===== config.mk =====
export PLATFORM = sky130hd
export DESIGN_NAME = rcfl_ctrl
export DESIGN_NICKNAME = d
export VERILOG_FILES = /design/src/rtl/rcfl_pkg.sv /design/src/rtl/rcfl_ctrl.sv
export SDC_FILE = /design/constraint.sdc
export NUM_CORES = 1
export LEC_CHECK = 0
export ABC_AREA = 0
export BUFFER_PORTS_ARGS = -buffer_cell sky130_fd_sc_hd__buf_2
export CAP_MARGIN = 5
export CORE_AREA = 10 10 47 49
export CTS_CLUSTER_DIAMETER = 120
export DETAILED_ROUTE_END_ITERATION = 16
export DIE_AREA = 0 0 57 59
export MAX_ROUTING_LAYER = met4
export PLACE_DENSITY = 0.35
export SLEW_MARGIN = 25
export SYNTH_ARGS = -nofsm -noshare
export SYNTH_HDL_FRONTEND = slang
export SYNTH_SLANG_ARGS = --single-unit
export TNS_END_PERCENT = 50

===== constraint.sdc =====
create_clock -name clk -period 1.6 [get_ports clk]
set_input_delay 0 -clock clk [delete_from_list [all_inputs] [get_ports clk]]
set_output_delay 0 -clock clk [all_outputs]
set_load 0.05 [all_outputs]

===== src/rtl/rcfl_pkg.sv =====
`timescale 1ns / 1ps
// rcfl_pkg: constants, opcodes, status codes and item types of the
// reference counted page free list; no dependencies

package rcfl_pkg;

  // sizes
  localparam int PAGES      = 8192;
  localparam int PAGE_BITS  = 13;
  localparam int DEPTH_BITS = 14;
  localparam int COUNT_BITS = 16;
  localparam int SUM_BITS   = COUNT_BITS + 2;
  localparam int COUNT_MAX  = (2 ** (COUNT_BITS - 1)) - 1;
  localparam int BATCH_MAX  = (2 ** DEPTH_BITS) - 1;

  // opcodes
  localparam logic [1:0] OP_ALLOC   = 2'd0;
  localparam logic [1:0] OP_RELEASE = 2'd1;
  localparam logic [1:0] OP_ADJUST  = 2'd2;
  localparam logic [1:0] OP_UNUSED  = 2'd3;

  // status codes
  localparam logic [2:0] ST_OK    = 3'd0;
  localparam logic [2:0] ST_EMPTY = 3'd1;
  localparam logic [2:0] ST_FULL  = 3'd2;
  localparam logic [2:0] ST_NEG   = 3'd3;
  localparam logic [2:0] ST_OVF   = 3'd4;

  // request item
  typedef struct packed {
    logic [1:0]                   opcode;
    logic [PAGE_BITS-1:0]         page_id;
    logic signed [COUNT_BITS-1:0] count_delta;
    logic                         batch_end;
  } rcfl_req_t;

  // result item
  typedef struct packed {
    logic [2:0]            status;
    logic [PAGE_BITS-1:0]  result_page;
    logic                  page_was_freed;
    logic [DEPTH_BITS-1:0] batch_freed_total;
    logic [DEPTH_BITS-1:0] free_page_total;
  } rcfl_rsp_t;

  // controller to datapath
  typedef struct packed {
    logic clear;
    logic load;
    logic commit;
  } rcfl_cmd_t;

  // datapath to controller
  typedef struct packed {
    logic clear_last;
  } rcfl_stat_t;

endpackage


===== src/rtl/rcfl_ctrl.sv =====
`timescale 1ns / 1ps
// rcfl_ctrl: sequencer for the page free list; clearing pass, accept,
// execute and output handshake; depends on rcfl_pkg

module rcfl_ctrl (
  input  logic               clk,
  input  logic               rst,
  input  logic               req_valid,
  output logic               req_stall,
  output logic               rsp_valid,
  input  logic               rsp_stall,
  input  rcfl_pkg::rcfl_stat_t dp_stat,
  output rcfl_pkg::rcfl_cmd_t  cmd
);
  import rcfl_pkg::*;

  localparam logic [1:0] S_CLEAR = 2'd0;
  localparam logic [1:0] S_IDLE  = 2'd1;
  localparam logic [1:0] S_EXEC  = 2'd2;

  logic [1:0] state;
  logic [1:0] state_next;
  logic       out_free;

  // output register can take a new item
  assign out_free = !rsp_valid || !rsp_stall;

  // commands
  always_comb begin
    cmd.clear  = (state == S_CLEAR);
    cmd.load   = (state == S_IDLE) && req_valid;
    cmd.commit = (state == S_EXEC) && out_free;
  end

  assign req_stall = (state != S_IDLE);

  // next state
  always_comb begin
    state_next = state;
    case (state)
      S_CLEAR: begin
        if (dp_stat.clear_last) state_next = S_IDLE;
      end
      S_IDLE: begin
        if (req_valid) state_next = S_EXEC;
      end
      S_EXEC: begin
        if (out_free) state_next = S_IDLE;
      end
      default: state_next = S_CLEAR;
    endcase
  end

  // state and result valid
  always_ff @(posedge clk) begin
    if (rst) begin
      state     <= S_CLEAR;
      rsp_valid <= 1'b0;
    end else begin
      state <= state_next;
      if (cmd.commit) begin
        rsp_valid <= 1'b1;
      end else if (!rsp_stall) begin
        rsp_valid <= 1'b0;
      end
    end
  end

endmodule


==> summary.md, run 1 <==
| Metric | Value |
|---|---|
| Run status | finished, final reports clean |
| Vert. Die Dim | between 50 and 60 microns |
| Asr flop ratio synth | 0% |
| Root Buffer | clkbuf_4 |
| Hold wc startpoint | rsp_stall |
| Clk pwr share | 48.1% |
| Num Clock Sinks | 3 |
| Number of global-route vias before repair | roughly 160 |
| Critical Path RT | 1.60 ns |
| H-tree levels | 1 |
| Reg2Reg Depth | 2 |
| VDD IR max | between 0.2 and 0.3 mV |
| Post-synth top cells | dfxtp_1, a21oi_1, nor2_1 |
| Post-CTS sizing | 0 |
| CTS tree | built |
| Via count | 166 |
| Worst Setup EP | cmd[0] |
| Worst-path clk slew | around 0.040 ns |
| Syn_nets | 21 |
| Post-layout minimum cycle time | roughly 1.3 ns |
| Core area | around 1400 sq um |
| Remaining Overflow, GRT | 0 |
| Top_reg_cell synth | dfxtp_1 |
| Die Wd | 57 microns |
| CP startpoint | state[1] |
| Flops & latches, synth | 3 |
| Antenna-violating nets left | 0 |
| Reg2reg end | state[0] |
| Layout cells sized above 1 | a little over two fifths |
| Startpoint Class | flop |
| Count leader, synth | dfxtp_1 |
| Switch share | between 30% and 40% |
| CTS Buf Count | 3 |
| Worst reg2reg setup slack | between 0.5 and 0.6 ns |
| Post-synth cell types | 12 |
| Largest net degree at the start of global routing | 9 |
| Crit Reg-Reg Startpoint | state[1] |
| Syn_area_per_cell | 9.31 sq um |
| Sequential share of power | a little under a third |
| Peak Freq | about 0.77 GHz |
| Hold Slack | 0.0464 ns |
| DR DRC count | 0 |
| Post-CTS Repair Setup Buffers | 0 |
| GP Congestion | 0.698 |
| RSZ-0062 raised after global routing | false |
| PortBufs | 9 |
| Critical path fanouts, max | 8 |
| Overall routing resource usage | a little over 3% |
| Number of fill cells | around 170 |
| Clock Latency Late Sink | between 0.2 and 0.25 ns |
| Post-synth EDFFs | 0 |
| Antenna Cells | 0 |
| Post-synth top area share | 40.3% |
| Initial antenna violation count | 0 |
| Placed Cells | between 40 and 50 |
| Syn. warnings | 0 |
| Starting density of the core | 10.6% |
| Relative slew slack | between 70 and 80% |
| Row cnt | 14 |
| Worst Hold Class | input pin to flop |
| Final setup skew | 0.00732 ns |
| # setup viols final | 0 |
| P&R area growth vs syn | 68.1% |
| DRT Wirelength | approximately 470 microns |
| First-pass GRT wire length | approximately 700 microns |
| Psw | ~90 uW |
| Die area | between 3000 and 4000 sq um |
| Register area share after synthesis | 40.3% |
| Fin crit share | between 80% and 90% |
| Max Cap Violations | 0 |
| Post-synth top area cell | dfxtp_1 |
| Nature of the critical path endpoint | output port |
| Synth area leaders | dfxtp_1, a21oi_1, and4b_1, o21ba_2, or4b_1 |
| Logic pwr share | roughly 22% |
| IO Count | 10 |
| CTS Hold Bufs | 1 |
| Syn Std Cell Area | between 100 and 150 sq um |
| Drt wl/cell | approximately 10 microns |
| Internal cell power | 191 uW |
| Finished Layout Cells | 46 |
| Leakage | between 0.0001 and 0.00015 uW |
| Clk buf depth | 2 |
| Post-DR vias/cell | about 3.6 |
| Pwr Density | roughly 1100 nW/um^2 |
| Worst slew pin tran | roughly 0.33 ns |
| Fin. Hold Viols | 0 |
| Syn Inst Count | 16 |
| Final nets | 36 |
| Router iterations before antenna repair | 4 |
| Crit Path Category | flop to output port |
| Setup TNS | 0 ns |
| CP Data Arrival Time | roughly 1.3 ns |
| Fin. max-slew vios | 0 |
| Initial DRC count | 3 |
## worst max-delay path, stage by stage (launching register included)
cell,delay [ns]
dfxtp_1,0.40
or2b_1,0.26
a21oi_1,0.13
buf_2,0.28
## cell usage in the layout, fill, tap and decap left out
cell type      netlist  final
buf_2                0      9
clkbuf_4             0      3
dfxtp_1              3      3
a21oi_1              2      2
nor2_1               2      2
or2b_1               1      1
nand2b_1             1      1
and3b_1              1      1
and4b_1              1      1
o21ba_2              1      1
and3_1               1      1
or4b_1               1      1
o41ai_1              1      1
nand2_1              1      1
clkbuf_1             0      1
dlygate4sd3_1        0      1
## cell families after synthesis
logic type / after synthesis / share of synthesized area [%]
DFF: 3 / 40.3
and+or+nand+nor: 9 / 40.3
AOI/OAI and AO/OA: 4 / 19.3
## how the worst min path moves through the flow
stage                endpoint  slack [ns]  depth (start not counted)
floorplan           rsp_valid        0.07                          1
global placement    rsp_valid        0.21                          2
detailed placement  rsp_valid        0.22                          2
CTS                 rsp_valid        0.05                          3
global route        rsp_valid        0.06                          3
finish              rsp_valid        0.05                          3
## metal layers
metal / vias to the layer above / GRT usage, % / routed length [microns]
li1: 89 / - / -
met1: 68 / 3.92 / 276
met2: 9 / 1.71 / 128
met3: 0 / 3.43 / 66
met4: 0 / 3.02 / 0
met5: - / - / 0
## metrics by stage
stage | utilization (%) | setup slack (ns) | power [uW] | cell area [sq um]
detailed placement | 15.3 | 0.526 | 146 | 214
CTS | 17.9 | 0.294 | 285 | 250
finish | 17.9 | 0.294 | 281 | 250
floorplan | - | 0.213 | 127 | 149
global placement | 15.3 | 0.548 | 145 | 214
global route | 17.9 | 0.196 | 302 | 250
## area by class of cell
class	count	area, sq um	area share, %
clock buffer	4	26.3	10.5
multi-input combinational	13	88.8	35.5
sequential	3	60.1	24.0
tap	16	20.0	8.00
timing repair buffer	10	55.1	22.0
## state kept, by name, indices dropped and copies added, names as in the netlist
| signal | cells |
|---|---|
| state | 2 |
| rsp_valid | 1 |
## power by group through the flow
| stage | Clock [uW] | Combinational, uW | Sequential, uW |
|---|---|---|---|
| 3_3_place_gp | 0 | 59.2 | 86.1 |
| 4_1_cts | 138 | 61.8 | 84.8 |
| 2_1_floorplan | 0 | 39.9 | 87.3 |
| 6_report | 135 | 61.0 | 84.8 |
| 3_5_place_dp | 0 | 59.8 | 86.0 |
| 5_1_grt | 152 | 64.5 | 85.7 |
Power figures use the tool's default switching activity.
==> run 2, diff against run 1 <==
--- a/config.mk
+++ b/config.mk
@@ -5,7 +5,7 @@
 export SDC_FILE = /design/constraint.sdc
 export NUM_CORES = 1
 export LEC_CHECK = 0
-export ABC_AREA = 0
+export ABC_AREA = 1
 export BUFFER_PORTS_ARGS = -buffer_cell sky130_fd_sc_hd__buf_2
 export CAP_MARGIN = 5
 export CORE_AREA = 10 10 47 49
@@ -13,7 +13,7 @@
 export DETAILED_ROUTE_END_ITERATION = 16
 export DIE_AREA = 0 0 57 59
 export MAX_ROUTING_LAYER = met4
-export PLACE_DENSITY = 0.35
+export PLACE_DENSITY = 0.36
 export SLEW_MARGIN = 25
 export SYNTH_ARGS = -nofsm -noshare
 export SYNTH_HDL_FRONTEND = slang
==> constraint.sdc (replaced) <==
create_clock -name clk -period 1.1 [get_ports clk]
set_input_delay 0 -clock clk [delete_from_list [all_inputs] [get_ports clk]]
set_output_delay 0 -clock clk [all_outputs]
set_load 0.05 [all_outputs]
==> run 2 against run 1 <==
Effect of this change:
- worst setup slack worse by 0.23 ns
- combinational power increased by 60%
- clock-buffer cell count is the same
- non-clock buffer count stayed put
- synthesized cell count grew 44%
- hold slack improved by 0.00070 ns
- final cell count grew 15%
- global-route usage is 0.093 points lower
- routed wire length shrank 12%
==> summary.md, run 2 <==
| Metric | Value |
|---|---|
| Syn_area_per_cell | ~6.6 sq um |
| Vert. Die Dim | about 59 microns |
| Core area | between 1000 and 1500 sq um |
| Leakage | 0.000149 uW |
| Largest net degree at the start of global routing | 6 |
| Fin crit share | 93.9% |
| Crit Path Category | flop to output port |
| Fin. Hold Viols | 0 |
| Initial DRC count | 0 |
| Syn. warnings | 0 |
| CTS tree | built |
| Root Buffer | clkbuf_4 |
| Post-layout minimum cycle time | slightly above 1 ns |
| Run status | finished, final reports clean |
| CP Data Arrival Time | just over 1 ns |
| Nature of the critical path endpoint | output port |
| DRT Wirelength | about 420 microns |
| RSZ-0062 raised after global routing | true |
| Design area | ~290 sq um |
| Setup WS post-layout | 0.0673 ns |
| Final setup skew | between 0.0015 and 0.002 ns |
| Layout cells sized above 1 | between 60 and 70% |
| Fin. max-slew vios | 0 |
| Starting density of the core | a little over a tenth |
| Syn Inst Count | 23 |
| Max Cap Violations | 0 |
| Post-synth top area share | just under 40% |
| Pwr Density | around 1400 nW/um^2 |
| P&R area growth vs syn | 88.5% |
| Number of global-route vias before repair | around 190 |
| Row cnt | 14 |
| Worst Hold Class | input pin to flop |
| Antenna Cells | 0 |
| Post-synth cell types | 10 |
| Register area share after synthesis | around 40% |
| Die area | approximately 3400 sq um |
| Flops & latches, synth | 3 |
| Num Clock Sinks | 3 |
| Overall routing resource usage | 2.97% |
| Worst slew pin tran | between 0.2 and 0.3 ns |
| Drt wl/cell | roughly 7.8 microns |
| GP Congestion | 0.661 |
| Startpoint Class | flop |
| Via count | between 150 and 200 |
| Post-synth top area cell | dfxtp_1 |
| Max reg flops | 2 |
| Synth area leaders | dfxtp_1, inv_1, nand2_1, a21oi_2, nor2_1 |
| Clk buf depth | 2 |
| IO Count | 10 |
| Post-DR vias/cell | between 3 and 4 |
| Syn_nets | 28 |
| Most common cell after layout, fill and taps aside | buf_2 |
| CTS Buf Count | 3 |
| Placed inst area | ~230 sq um |
| Peak Freq | 0.968 GHz |
| Top flop regs | state: 2 flops, rsp_valid: 1 flops |
| Antenna-violating nets left | 0 |
| Clock Latency Late Sink | about 0.23 ns |
| Asr flop ratio synth | 0% |
| Final nets | between 40 and 50 |
| # setup viols final | 0 |
| Post-synth top cells | inv_1, nand2_1, dfxtp_1, nor2_1, a21oi_2 |
| Relative slew slack | a little over four fifths |
| Critical path fanouts, max | 3 |
| Top_reg_cell synth | dfxtp_1 |
| Initial antenna violation count | 0 |
| Largest reg by FF count | state |
| Worst-path clk slew | about 0.040 ns |
| Detailed Place HPWL | roughly 360 microns |
| Commonest non-fill, non-tap cells in the layout | buf_2, nand2_1, inv_1 |
| First-pass GRT wire length | around 650 microns |
| PortBufs | 9 |
| Syn Std Cell Area | around 150 sq um |
| DR DRC count | 0 |
| VDD IR max | around 0.35 mV |
| Critical Path RT | roughly 1.1 ns |
| Post-synth EDFFs | 0 |
| Router iterations before antenna repair | 1 |
| Setup WS pre-CTS | between 0.1 and 0.15 ns |
| Number of fill cells | between 150 and 200 |
| H-tree levels | 1 |
| Die Wd | 57 microns |
| Remaining Overflow, GRT | 0 |
run 2: routing by layer:
| metal | GRT usage (%) | routed length (microns) | part of all wire (%) |
|---|---|---|---|
| met5 | - | 0 | 0 |
| met4 | 5.03 | 0 | 0 |
| met3 | 2.36 | 49 | 12 |
| met2 | 4.03 | 232 | 56 |
| met1 | 1.78 | 134 | 32 |
run 2: logic make-up (layout without fill, tap and decap cells):
| kind of cell | after synthesis | after routing | share of synthesized area [%] |
|---|---|---|---|
| buffers and inverters | 6 | 20 | 14.8 |
| AO/OA/AOI/OAI | 3 | 3 | 14.8 |
| AND/OR/NAND/NOR | 11 | 11 | 31.2 |
| flip-flops | 3 | 3 | 39.3 |
run 2: through the flow:
step           cells  TNS [ns]  total power (uW)  hold slack, ns  utilization (%)
2_1_floorplan     23         0               191          0.0551                -
3_3_place_gp      48         0               216           0.205             16.3
3_5_place_dp      48         0               216           0.207             16.3
4_1_cts           53         0               425          0.0457             19.6
5_1_grt           53  -0.00312               439          0.0658             20.5
6_report          53         0               413          0.0471             20.5
run 2: what timing repair did:
action / 4_1_cts / 5_1_grt
setup buffers: 0 / 0
hold buffers: 1 / 0
endpoints found under the setup margin: 2 / 2
hold endpoints to repair: 2 / 0
pin swaps: 0 / 0
gates resized for setup: 5 / 4
run 2: cell type report:
| class | count | area (sq um) | area share (%) |
|---|---|---|---|
| well taps | 16 | 20.0 | 6.96 |
| repair buffers | 10 | 67.6 | 23.5 |
| clock buffers | 4 | 26.3 | 9.13 |
| flip-flops and latches | 3 | 66.3 | 23.0 |
| inverters | 6 | 22.5 | 7.83 |
| multi-input cells | 14 | 85.1 | 29.6 |
run 2: worst paths after layout:
path,from,end,slack [ns],cells past startpoint
max,state[1],cmd[0],0.07,5
min,rsp_stall,rsp_valid,0.05,3
max reg2reg,state[1],state[0],0.33,5
min reg2reg,rsp_valid,rsp_valid,0.48,2
run 2: power breakdown:
group          switching [uW]  internal, uW  leakage, uW
clock network            55.8           136    0.0000150
registers                9.29           115    0.0000261
logic                    65.9          31.7     0.000108
total                     131           282     0.000149
run 2: critical path, stage by stage, from the launching register on:
cell and delay (ns):
dfxtp_4 0.36, inv_2 0.05, nor2_4 0.09, inv_2 0.05, nor2_2 0.09, buf_6 0.16
